### src/design/dat_pkg.sv
// ----------------------------------------------------------------------------
// dat_pkg: shared types and constants of the daily alarm table
// Entry layout, result bundle, command and status codes, and limits.
// ----------------------------------------------------------------------------
`default_nettype none

package dat_pkg;

    localparam int DAT_MAX_ENTRIES = 8;
    localparam int DAT_MAX_RESULTS = 8;
    localparam int DAT_ID_LIMIT    = 250;

    localparam logic [4:0] DAT_HOUR_MAX   = 5'd23;
    localparam logic [5:0] DAT_MINUTE_MAX = 6'd59;

    localparam logic DAT_KIND_STATUS = 1'b0;
    localparam logic DAT_KIND_FIRED  = 1'b1;

    typedef enum logic [1:0] {
        CMD_TICK    = 2'd0,
        CMD_SET     = 2'd1,
        CMD_CANCEL  = 2'd2,
        CMD_DISMISS = 2'd3
    } cmd_t;

    typedef enum logic [2:0] {
        ST_OK        = 3'd0,
        ST_BAD_TIME  = 3'd1,
        ST_NO_CLOCK  = 3'd2,
        ST_FULL      = 3'd3,
        ST_NOT_FOUND = 3'd4
    } status_t;

    typedef enum logic [2:0] {
        SEQ_IDLE,
        SEQ_READ,
        SEQ_EVAL,
        SEQ_DONE,
        SEQ_FLUSH
    } seq_state_t;

    typedef struct packed {
        logic [7:0]  id;
        logic [4:0]  hour;
        logic [5:0]  minute;
        logic        ringing;
        logic [26:0] fired_day;
    } entry_t;

    typedef struct packed {
        logic       kind;
        status_t    status;
        logic [7:0] id;
        logic [3:0] count;
        logic       last;
    } result_t;

endpackage

`default_nettype wire

### src/design/daily_alarm_table.sv
// ----------------------------------------------------------------------------
// daily_alarm_table: ordered table of daily alarms
// Command beats in (tick, set, cancel, dismiss); status and fired-alarm
// beats out.
// ----------------------------------------------------------------------------
// Usage: one command beat is taken on the s_ channel when s_valid and s_ready
// are high; s_ready is high only while no command is in progress. Set, cancel
// and dismiss give exactly one status beat; a tick gives one beat per fired
// alarm (at most eight) or none, and a tick without a valid clock gives none.
// m_last marks the final beat of a command.
// Timing: the sequencer reads each stored alarm from the entry memory in
// SEQ_READ and evaluates the registered read data in SEQ_EVAL. A tick that
// walks the table ends in SEQ_FLUSH; set, cancel and dismiss pass through
// SEQ_DONE for hand-off and write-back before SEQ_FLUSH. Commands refused
// at once go straight to SEQ_FLUSH; a tick with nothing to walk stays in
// SEQ_IDLE. The last beat enters the output register from SEQ_FLUSH, once
// the register is free.
// Stalls: a low m_ready keeps one beat in the output register and one more
// pending; the walk waits on the next firing until space frees up.
// Reset: synchronous, active low; the table becomes empty. The entry memory
// is not cleared, since only entries below the fill count are ever read.
// ----------------------------------------------------------------------------
`default_nettype none

module daily_alarm_table #(
    parameter int MAX_ENTRIES = dat_pkg::DAT_MAX_ENTRIES
) (
    input  wire         aclk,
    input  wire         aresetn,
    input  wire         s_valid,
    output logic        s_ready,
    input  wire  [1:0]  s_command,
    input  wire         s_clock_valid,
    input  wire  [4:0]  s_hour,
    input  wire  [5:0]  s_minute,
    input  wire  [26:0] s_day_key,
    input  wire  [7:0]  s_alarm_id,
    output logic        m_valid,
    input  wire         m_ready,
    output logic        m_kind,
    output logic [2:0]  m_status,
    output logic [7:0]  m_result_id,
    output logic [3:0]  m_entry_count,
    output logic        m_last
);
    import dat_pkg::*;

    localparam int AW = (MAX_ENTRIES > 1) ? $clog2(MAX_ENTRIES) : 1;
    localparam int CW = $clog2(MAX_ENTRIES + 1);

    logic          mem_wr_en;
    logic [AW-1:0] mem_wr_addr;
    entry_t        mem_wr_data;
    logic          mem_rd_en;
    logic [AW-1:0] mem_rd_addr;
    entry_t        mem_rd_data;
    logic          push;
    result_t       push_data;
    logic          out_free;

    dat_mem #(
        .DEPTH (MAX_ENTRIES),
        .AW    (AW)
    ) u_mem (
        .aclk    (aclk),
        .wr_en   (mem_wr_en),
        .wr_addr (mem_wr_addr),
        .wr_data (mem_wr_data),
        .rd_en   (mem_rd_en),
        .rd_addr (mem_rd_addr),
        .rd_data (mem_rd_data)
    );

    dat_seq #(
        .MAX_ENTRIES (MAX_ENTRIES),
        .AW          (AW),
        .CW          (CW)
    ) u_seq (
        .aclk          (aclk),
        .aresetn       (aresetn),
        .s_valid       (s_valid),
        .s_ready       (s_ready),
        .s_command     (s_command),
        .s_clock_valid (s_clock_valid),
        .s_hour        (s_hour),
        .s_minute      (s_minute),
        .s_day_key     (s_day_key),
        .s_alarm_id    (s_alarm_id),
        .mem_wr_en     (mem_wr_en),
        .mem_wr_addr   (mem_wr_addr),
        .mem_wr_data   (mem_wr_data),
        .mem_rd_en     (mem_rd_en),
        .mem_rd_addr   (mem_rd_addr),
        .mem_rd_data   (mem_rd_data),
        .push          (push),
        .push_data     (push_data),
        .out_free      (out_free)
    );

    dat_out u_out (
        .aclk          (aclk),
        .aresetn       (aresetn),
        .push          (push),
        .push_data     (push_data),
        .out_free      (out_free),
        .m_valid       (m_valid),
        .m_ready       (m_ready),
        .m_kind        (m_kind),
        .m_status      (m_status),
        .m_result_id   (m_result_id),
        .m_entry_count (m_entry_count),
        .m_last        (m_last)
    );

endmodule

`default_nettype wire

### src/design/dat_mem.sv
// ----------------------------------------------------------------------------
// dat_mem: alarm entry memory
// One write port and one read port; read data is registered.
// ----------------------------------------------------------------------------
`default_nettype none

module dat_mem #(
    parameter int DEPTH = 8,
    parameter int AW    = 3
) (
    input  wire               aclk,
    input  wire               wr_en,
    input  wire  [AW-1:0]     wr_addr,
    input  dat_pkg::entry_t   wr_data,
    input  wire               rd_en,
    input  wire  [AW-1:0]     rd_addr,
    output dat_pkg::entry_t   rd_data
);
    import dat_pkg::*;

    entry_t mem [DEPTH];
    entry_t rd_data_reg;

    always_ff @(posedge aclk) begin
        if (wr_en) begin
            mem[wr_addr] <= wr_data;
        end
    end

    always_ff @(posedge aclk) begin
        if (rd_en) begin
            rd_data_reg <= mem[rd_addr];
        end
    end

    assign rd_data = rd_data_reg;

endmodule

`default_nettype wire

### src/design/dat_out.sv
// ----------------------------------------------------------------------------
// dat_out: result output register
// Holds one result beat until the receiver takes it.
// ----------------------------------------------------------------------------
`default_nettype none

module dat_out (
    input  wire               aclk,
    input  wire               aresetn,
    input  wire               push,
    input  dat_pkg::result_t  push_data,
    output logic              out_free,
    output logic              m_valid,
    input  wire               m_ready,
    output logic              m_kind,
    output logic [2:0]        m_status,
    output logic [7:0]        m_result_id,
    output logic [3:0]        m_entry_count,
    output logic              m_last
);
    import dat_pkg::*;

    logic    valid_reg;
    result_t data_reg;

    assign out_free = !valid_reg || m_ready;

    always_ff @(posedge aclk) begin
        if (!aresetn) begin
            valid_reg <= 1'b0;
        end else if (push) begin
            valid_reg <= 1'b1;
        end else if (m_ready) begin
            valid_reg <= 1'b0;
        end
    end

    always_ff @(posedge aclk) begin
        if (push) begin
            data_reg <= push_data;
        end
    end

    assign m_valid       = valid_reg;
    assign m_kind        = data_reg.kind;
    assign m_status      = data_reg.status;
    assign m_result_id   = data_reg.id;
    assign m_entry_count = data_reg.count;
    assign m_last        = data_reg.last;

endmodule

`default_nettype wire

### src/design/dat_seq.sv
// ----------------------------------------------------------------------------
// dat_seq: command sequencer of the daily alarm table
// Walks the entry memory at most once per command, reading, modifying and writing
// back entries, and builds the result beats.
// ----------------------------------------------------------------------------
`default_nettype none

module dat_seq #(
    parameter int MAX_ENTRIES = 8,
    parameter int AW          = 3,
    parameter int CW          = 4
) (
    input  wire                aclk,
    input  wire                aresetn,
    input  wire                s_valid,
    output logic               s_ready,
    input  wire  [1:0]         s_command,
    input  wire                s_clock_valid,
    input  wire  [4:0]         s_hour,
    input  wire  [5:0]         s_minute,
    input  wire  [26:0]        s_day_key,
    input  wire  [7:0]         s_alarm_id,
    output logic               mem_wr_en,
    output logic [AW-1:0]      mem_wr_addr,
    output dat_pkg::entry_t    mem_wr_data,
    output logic               mem_rd_en,
    output logic [AW-1:0]      mem_rd_addr,
    input  dat_pkg::entry_t    mem_rd_data,
    output logic               push,
    output dat_pkg::result_t   push_data,
    input  wire                out_free
);
    import dat_pkg::*;

    // Ids up to MAX_ENTRIES + 1 are tracked; the smallest free id is always among them.
    localparam int NB = MAX_ENTRIES + 1;
    localparam int MW = $clog2(NB);

    seq_state_t  state_reg, state_next;
    cmd_t        cmd_reg, cmd_next;
    logic [4:0]  hour_reg, hour_next;
    logic [5:0]  minute_reg, minute_next;
    logic [26:0] day_reg, day_next;
    logic [7:0]  aid_reg, aid_next;
    logic [CW-1:0] idx_reg, idx_next;
    logic [CW-1:0] used_reg, used_next;
    logic        found_reg, found_next;
    logic [3:0]  fires_reg, fires_next;
    logic [NB-1:0] map_reg, map_next;
    logic        pend_valid_reg, pend_valid_next;
    result_t     pend_reg, pend_next;

    logic [CW-1:0] idx_plus;
    logic [CW-1:0] used_dec;
    logic [CW-1:0] used_inc;
    logic [7:0]    free_id;
    logic [7:0]    id_m1;
    logic          hit;
    logic          time_bad;
    entry_t        e;

    assign e        = mem_rd_data;
    assign idx_plus = idx_reg + 1'b1;
    assign used_dec = used_reg - 1'b1;
    assign used_inc = used_reg + 1'b1;
    assign id_m1    = e.id - 8'd1;
    assign time_bad = (s_hour > DAT_HOUR_MAX) || (s_minute > DAT_MINUTE_MAX);

    assign hit = !e.ringing && (e.fired_day != day_reg) && (e.hour == hour_reg)
              && (e.minute == minute_reg) && (fires_reg < 4'(DAT_MAX_RESULTS));

    // Lowest id that no entry holds.
    always_comb begin
        free_id = 8'd0;
        for (int k = NB - 1; k >= 0; k--) begin
            if (!map_reg[k]) begin
                free_id = 8'(k + 1);
            end
        end
    end

    always_ff @(posedge aclk) begin
        if (!aresetn) begin
            state_reg      <= SEQ_IDLE;
            used_reg       <= '0;
            pend_valid_reg <= 1'b0;
        end else begin
            state_reg      <= state_next;
            used_reg       <= used_next;
            pend_valid_reg <= pend_valid_next;
        end
    end

    always_ff @(posedge aclk) begin
        cmd_reg    <= cmd_next;
        hour_reg   <= hour_next;
        minute_reg <= minute_next;
        day_reg    <= day_next;
        aid_reg    <= aid_next;
        idx_reg    <= idx_next;
        found_reg  <= found_next;
        fires_reg  <= fires_next;
        map_reg    <= map_next;
        pend_reg   <= pend_next;
    end

    always_comb begin
        state_next      = state_reg;
        cmd_next        = cmd_reg;
        hour_next       = hour_reg;
        minute_next     = minute_reg;
        day_next        = day_reg;
        aid_next        = aid_reg;
        idx_next        = idx_reg;
        used_next       = used_reg;
        found_next      = found_reg;
        fires_next      = fires_reg;
        map_next        = map_reg;
        pend_valid_next = pend_valid_reg;
        pend_next       = pend_reg;

        s_ready     = 1'b0;
        mem_wr_en   = 1'b0;
        mem_wr_addr = idx_reg[AW-1:0];
        mem_wr_data = e;
        mem_rd_en   = 1'b0;
        mem_rd_addr = idx_reg[AW-1:0];
        push        = 1'b0;
        push_data   = pend_reg;

        unique case (state_reg)
            SEQ_IDLE: begin
                s_ready = 1'b1;
                if (s_valid) begin
                    cmd_next        = cmd_t'(s_command);
                    hour_next       = s_hour;
                    minute_next     = s_minute;
                    day_next        = s_day_key;
                    aid_next        = s_alarm_id;
                    idx_next        = '0;
                    found_next      = 1'b0;
                    fires_next      = '0;
                    map_next        = '0;
                    pend_valid_next = 1'b0;
                    pend_next       = '{kind: DAT_KIND_STATUS, status: ST_OK, id: 8'd0,
                                        count: 4'(used_reg), last: 1'b0};
                    unique case (cmd_t'(s_command))
                        CMD_TICK: begin
                            if (s_clock_valid && used_reg != '0) begin
                                state_next = SEQ_READ;
                            end
                        end
                        CMD_SET: begin
                            if (time_bad) begin
                                pend_valid_next  = 1'b1;
                                pend_next.status = ST_BAD_TIME;
                                state_next       = SEQ_FLUSH;
                            end else if (!s_clock_valid) begin
                                pend_valid_next  = 1'b1;
                                pend_next.status = ST_NO_CLOCK;
                                state_next       = SEQ_FLUSH;
                            end else if (used_reg >= CW'(MAX_ENTRIES)) begin
                                pend_valid_next  = 1'b1;
                                pend_next.status = ST_FULL;
                                state_next       = SEQ_FLUSH;
                            end else if (used_reg == '0) begin
                                state_next = SEQ_DONE;
                            end else begin
                                state_next = SEQ_READ;
                            end
                        end
                        CMD_CANCEL, CMD_DISMISS: begin
                            if (used_reg == '0) begin
                                pend_valid_next  = 1'b1;
                                pend_next.status = ST_NOT_FOUND;
                                state_next       = SEQ_FLUSH;
                            end else begin
                                state_next = SEQ_READ;
                            end
                        end
                        default: ;
                    endcase
                end
            end

            SEQ_READ: begin
                mem_rd_en  = 1'b1;
                state_next = SEQ_EVAL;
            end

            SEQ_EVAL: begin
                // A second firing while the output register is still full waits here.
                if (!(cmd_reg == CMD_TICK && hit && pend_valid_reg && !out_free)) begin
                    unique case (cmd_reg)
                        CMD_TICK: begin
                            if (hit) begin
                                mem_wr_en             = 1'b1;
                                mem_wr_data.ringing   = 1'b1;
                                mem_wr_data.fired_day = day_reg;
                                push                  = pend_valid_reg;
                                pend_valid_next       = 1'b1;
                                pend_next = '{kind: DAT_KIND_FIRED, status: ST_OK, id: e.id,
                                              count: 4'(used_reg), last: 1'b0};
                                fires_next = fires_reg + 4'd1;
                            end
                        end
                        CMD_SET: begin
                            if (e.id != 8'd0 && e.id <= 8'(NB)) begin
                                map_next[id_m1[MW-1:0]] = 1'b1;
                            end
                        end
                        CMD_CANCEL: begin
                            // Entries behind the cancelled one move down by one place.
                            if (found_reg) begin
                                mem_wr_en   = 1'b1;
                                mem_wr_addr = idx_reg[AW-1:0] - 1'b1;
                            end else if (e.id == aid_reg) begin
                                found_next = 1'b1;
                            end
                        end
                        CMD_DISMISS: begin
                            if (!found_reg && e.id == aid_reg) begin
                                found_next          = 1'b1;
                                mem_wr_en           = 1'b1;
                                mem_wr_data.ringing = 1'b0;
                            end
                        end
                        default: ;
                    endcase
                    idx_next = idx_plus;
                    if (idx_plus == used_reg) begin
                        state_next = (cmd_reg == CMD_TICK) ? SEQ_FLUSH : SEQ_DONE;
                    end else begin
                        state_next = SEQ_READ;
                    end
                end
            end

            SEQ_DONE: begin
                pend_valid_next = 1'b1;
                state_next      = SEQ_FLUSH;
                unique case (cmd_reg)
                    CMD_SET: begin
                        mem_wr_en   = 1'b1;
                        mem_wr_addr = used_reg[AW-1:0];
                        mem_wr_data = '{id: free_id, hour: hour_reg, minute: minute_reg,
                                        ringing: 1'b0, fired_day: 27'd0};
                        used_next   = used_inc;
                        pend_next.id    = free_id;
                        pend_next.count = 4'(used_inc);
                    end
                    CMD_CANCEL: begin
                        if (found_reg) begin
                            used_next       = used_dec;
                            pend_next.count = 4'(used_dec);
                        end else begin
                            pend_next.status = ST_NOT_FOUND;
                        end
                    end
                    CMD_DISMISS: begin
                        if (!found_reg) begin
                            pend_next.status = ST_NOT_FOUND;
                        end
                    end
                    default: ;
                endcase
            end

            SEQ_FLUSH: begin
                push_data.last = 1'b1;
                if (!pend_valid_reg) begin
                    state_next = SEQ_IDLE;
                end else if (out_free) begin
                    push            = 1'b1;
                    pend_valid_next = 1'b0;
                    state_next      = SEQ_IDLE;
                end
            end

            default: state_next = SEQ_IDLE;
        endcase
    end

endmodule

`default_nettype wire
### config.mk
export PLATFORM = sky130hd
export DESIGN_NAME = daily_alarm_table
export DESIGN_NICKNAME = d
export VERILOG_FILES = /design/src/design/dat_pkg.sv /design/src/design/daily_alarm_table.sv /design/src/design/dat_mem.sv /design/src/design/dat_out.sv /design/src/design/dat_seq.sv
export SDC_FILE = /design/constraint.sdc
export NUM_CORES = 1
export LEC_CHECK = 0
export ABC_AREA = 0
export BUFFER_PORTS_ARGS = -buffer_cell sky130_fd_sc_hd__buf_2
export CAP_MARGIN = 30
export CELL_PAD_IN_SITES_DETAIL_PLACEMENT = 1
export CELL_PAD_IN_SITES_GLOBAL_PLACEMENT = 1
export CORE_MARGIN = 5
export CORE_UTILIZATION = 54
export CTS_CLUSTER_SIZE = 12
export DETAILED_ROUTE_END_ITERATION = 6
export GPL_ROUTABILITY_DRIVEN = 0
export PLACE_DENSITY_LB_ADDON = 0.08
export SYNTH_ARGS = -nofsm -noshare
export SYNTH_HDL_FRONTEND = slang
export SYNTH_SLANG_ARGS = --single-unit
### constraint.sdc
create_clock -name aclk -period 7.75 [get_ports aclk]
set_input_delay 1.1625 -clock aclk [delete_from_list [all_inputs] [get_ports aclk]]
set_output_delay 1.1625 -clock aclk [all_outputs]
set_load 0.01 [all_outputs]
==> metrics.csv, run 1 <==
metric,value,unit
finalSetupTns,0,ns
syn_area,21100,um^2
cts.path.max_buffers,3,
power_leakage,7.65,nW
period_minus_slack,4.70,ns
max-cap-violations,0,
drive_above_1_share,26.0,%
ys_types,56,
top_level_ports,72,
synthArstFlopShare,0,%
crit_required,7.96,ns
synth_warnings,0,
synth_top_area_share,74.3,%
vias,10500,
avgSynthCellArea,19.2,um^2
final.fill_count,3267,
fin_crit_sh,60.7,%
initial_utilization,54.6,%
maxUsedRoutingLayer,met4,
diodes,0,
core_area,38600,um^2
power,0.00618,W
place_inst,1659,
grt_pass1_vias,11500,
ant_nets,0,
cts_max_level,2,
start_kind,flip-flop,
worstHoldStart,u_seq.push_data[11],
synthCells,1101,
dp_hpwl,25.7,mm
met3WireLength,2.36,mm
die_area,43100,um^2
cp.arrival,4.91,ns
largest_reg_flops,376,
cts_buffers,54,
die_height,208,um
first_pass_iters,5,
rr_startpoint,u_seq.cmd_reg[0],
mostFrequentLayoutCell,edfxtp_1,
p_per_area,260,nW/um^2
ys_ff_latch,531,
insertion_delay,0.58,ns
holdCritPathClass,reg2reg,
clk_pin_slew,0.06,ns
grt_usage,21.7,%
cts_setup_buffers,0,
die_w,208,um
synth_top_cell_by_area,edfxtp_1,
synth-main-ff-cell,edfxtp_1,
wl_met2,22.8,mm
seq_area_frac_synth,75.1,%
grt_first_pass_wirelength,71.4,mm
finalHoldViolCount,0,
nets,1261,
slew_violations,0,
synth_edf_count,522,
port_buffers,71,
rows,72,
grt_setup_unrepaired,false,
vias_per_cell,6.01,
ir_drop,0.221,mV
area_growth,12.4,%
worst_pin_slew,1.02,ns
setup_viol,0,
finalNonFillerCells,1751,
postCtsResizedCells,0,
hold_buffers,0,
dr.first_iter.drc_count,802,
tritoncts,done,
final_cell_mix,"edfxtp_1, mux4_2, buf_2, nand2_1, clkbuf_16",
skew,0.0163,ns
synth.net_count,1164,
grt_overflow,0,
max_freq,213,MHz
grt_max_degree,102,
wirelength,46.3,mm
crit_type,reg2reg,
relSlewSlack,31.5,%
drt-met1-wl,19.7,mm
cts_sinks,531,
startpoint,u_seq.cmd_reg[0],
wl_per_cell,26.4,um
crit_path_end_kind,flip-flop,
root_buffer,clkbuf_16,
drc,0,
status,finished clean,
antenna_found_initial,0,
netlist_top_cells_area,"edfxtp_1, mux4_2, mux2_2, xnor2_1, nand2_1",
crit_fanout,41,
per-stage QoR:
step                      setup WS, ns  cell area (um^2)  hold WS, ns  util [%]
final                             3.05             23700        0.415      61.4
after global routing              2.82             23700        0.430      61.4
after CTS                         2.99             23700        0.411      61.3
after detailed placement          3.07             22100        0.406      57.2
after global placement            3.15             22100        0.402      57.2
after floorplan                   1.30             21100        0.400         -
cells in the mapped netlist (all sizes together) (15+ instances only):
cell type	n
edfxtp	522
mux4	94
nand2	70
xnor2	54
mux2	47
clkbuf	36
nor2	34
a22o	27
a21oi	23
o21ai	19
nor3	18
nand4	17
inv	15
layout make-up:
type	instances	area, um^2	area share [%]
inverters	15	56.3	0.237
clock buffers	79	1520	6.39
well taps	518	648	2.73
multi-input cells	505	5040	21.3
flip-flops and latches	531	15900	66.9
clock inverters	12	82.6	0.348
repair buffers	91	513	2.16
per-layer routing:
metal | vias to the layer above | track usage (%)
met5 | - | 0
met4 | 0 | 7.59
met3 | 86 | 3.94
met2 | 275 | 35.8
met1 | 5557 | 29.7
li1 | 4613 | -
logic make-up (layout without fill, tap and decap cells):
logic type	count (synthesis)	count (layout)	synth area share [%]
buffers and inverters	65	197	1.19
xor gates and xnor gates	60	60	2.49
adders and majority gates	10	10	0.629
DFF	531	531	75.1
muxes	144	144	12.7
and+or+nand+nor	184	184	4.26
AOI/OAI and AO/OA	107	107	3.61
report_power, final:
group,total [W],leakage (nW),switching (W),internal (W)
registers,0.00331,4.84,0.0000497,0.00326
clock network,0.00239,0.782,0.00102,0.00137
logic,0.000477,2.03,0.000271,0.000206
final timing paths:
check,to,slack [ns],cells past startpoint
setup / recovery,u_mem.mem[1][3],3.05,10
hold / removal,u_out.m_result_id[6],0.41,0
setup reg to reg,u_mem.mem[1][3],3.05,10
hold reg to reg,u_out.m_result_id[6],0.41,0
worst max-delay path: stages, from the launching register on:
cell and delay (ns):
edfxtp_1 0.42, inv_1 0.10, ha_1 0.23, or3b_1 0.42, or4b_1 0.55, or3_4 0.42, a211oi_4 0.39, nor2_2 0.09
a211o_1 0.36, nor3_2 0.58, buf_4 0.71
Note: power is estimated with default switching activity, not from simulation.
==> run 2, diff against run 1 <==
ABC_AREA = 1   (was 0)
CORE_UTILIZATION = 46   (was 54)
clock period = 3.9 ns   (was 7.75 ns; I/O delays follow)
==> metrics.csv, run 2 <==
metric,value,unit
die_height,231,um
holdCritPathClass,in2reg,
syn_area,22400,um^2
max-cap-violations,0,
worstHoldStart,s_day_key[14],
antenna_found_initial,1,
power_leakage,9.05,nW
crit_path_end_kind,flip-flop,
dp_hpwl,37.1,mm
synth_top_area_share,70.0,%
fin_crit_sh,85.8,%
drc,0,
setup_viol,0,
initial_utilization,46.7,%
area_growth,13.0,%
ir_drop,0.338,mV
crit_fanout,31,
wirelength,59.9,mm
worst_pin_slew,1.03,ns
synthArstFlopShare,0,%
first_pass_iters,5,
p_per_area,512,nW/um^2
relSlewSlack,30.8,%
insertion_delay,0.61,ns
diodes,0,
finalHoldViolCount,0,
ys_types,38,
top_level_ports,72,
synth_warnings,0,
final_cell_mix,"edfxtp_1, nor2_1, o21ai_0, nand2_1, inv_1",
synth-main-ff-cell,edfxtp_1,
clk_pin_slew,0.06,ns
crit_required,4.19,ns
cts.path.max_buffers,3,
wl_per_cell,22.3,um
die_area,53200,um^2
crit_type,reg2reg,
postCtsResizedCells,0,
synth.most_common_cell,edfxtp_1,
vias_per_cell,5.56,
ys_ff_latch,531,
skew,0.0189,ns
rows,80,
place_inst,2587,
cp.arrival,3.64,ns
root_buffer,clkbuf_16,
startpoint,u_mem.rd_data[26],
max_freq,299,MHz
drive_above_1_share,11.2,%
largest_reg_flops,376,
fin_util,52.8,%
cts_setup_buffers,0,
mostFrequentLayoutCell,edfxtp_1,
core_area,47900,um^2
rr_startpoint,u_mem.rd_data[26],
seq_area_frac_synth,70.8,%
dr.first_iter.drc_count,1313,
tritoncts,done,
status,finished clean,
period_minus_slack,3.35,ns
synthCells,1952,
grt_pass1_vias,15500,
grt_max_degree,118,
grt_setup_unrepaired,false,
finalNonFillerCells,2688,
vias,15000,
grt_first_pass_wirelength,92.3,mm
port_buffers,71,
synth_top_cell_by_area,edfxtp_1,
synth.net_count,2015,
die_w,231,um
avgSynthCellArea,11.5,um^2
start_kind,flip-flop,
nets,2094,
cts_max_level,2,
slew_violations,0,
ant_nets,0,
synth_edf_count,522,
grt_usage,22.3,%
finalSetupTns,0,ns
netlist_top_cells_area,"edfxtp_1, nor2_1, o21ai_0, nand2_1, inv_1",
cts_buffers,56,
cts_sinks,531,
yosys-top-cells-count,"edfxtp_1, nor2_1, o21ai_0",
grt_overflow,0,
hold_buffers,0,
run 2: changes by cell type in the layout (fill, tap and decap cells not counted), moves of 27 or more:
cell / previous run / this run
mux2_2: 47 / 0
a31oi_1: 5 / 49
nand2_1: 69 / 221
nor2_1: 33 / 413
o21ai_0: 19 / 250
o22ai_1: 1 / 51
inv_1: 15 / 124
xnor2_1: 54 / 21
mux4_2: 94 / 0
a22o_1: 27 / 0
run 2: logic make-up after synthesis:
group | after synthesis | synth area share (%)
AO/OA/AOI/OAI | 417 | 10.3
XOR/XNOR | 34 | 1.33
adder cells (fa/ha/maj) | 10 | 0.592
buffers and inverters | 243 | 4.18
flip-flops | 531 | 70.8
AND/OR/NAND/NOR | 717 | 12.8
run 2: final timing paths:
path	to	slack, ns	cells past startpoint
worst max-delay path	u_mem.mem[6][38]	0.55	14
worst min-delay path	u_seq.day_reg[14]	0.15	1
worst max register to register	u_mem.mem[6][38]	0.55	14
worst min register to register	u_out.m_entry_count[3]	0.41	0
run 2: worst max-delay path, cell delays in order (launching register included):
cell      delay [ns]
edfxtp_1        0.41
xnor2_1         0.44
nand2_1         0.10
nor2_1          0.15
nand2_1         0.06
nor2_1          0.14
nand2_2         0.14
nand4_4         0.13
nand2_1         0.09
nand3_1         0.08
clkinv_1        0.08
nor2_2          0.09
nand3_1         0.34
nor2_4          0.43
buf_12          0.29
run 2: metal layers:
metal  routed length, um  global-route usage (%)
met1               27800                    32.0
met2               28500                    36.8
met3                2790                    3.01
met4                 886                    4.90
met5                   0                       0
run 2: power breakdown:
part           total, W  internal, W  switching [W]
combinational   0.00151     0.000422        0.00109
sequential      0.00661      0.00651      0.0000983
clock           0.00484      0.00269        0.00215
total            0.0130      0.00962        0.00334
run 2: area by class of cell:
cell class / instances / area [um^2]
clock buffer: 71 / 1460
clock inverter: 29 / 165
fill: 5015 / 22600
inverter: 149 / 563
multi-input combinational: 1178 / 5680
sequential: 531 / 15900
tap: 615 / 769
timing repair buffer: 115 / 823
run 2: stage by stage:
stage / power (W) / instance area (um^2) / setup WS [ns] / hold WS [ns]
detailed placement: 0.00824 / 23700 / 0.526 / 0.406
finish: 0.0130 / 25300 / 0.554 / 0.145
CTS: 0.0131 / 25300 / 0.525 / 0.114
global route: 0.0135 / 25300 / 0.340 / 0.123
global placement: 0.00819 / 23700 / 0.654 / 0.401
floorplan: 0.00769 / 22400 / -0.576 / 0.400
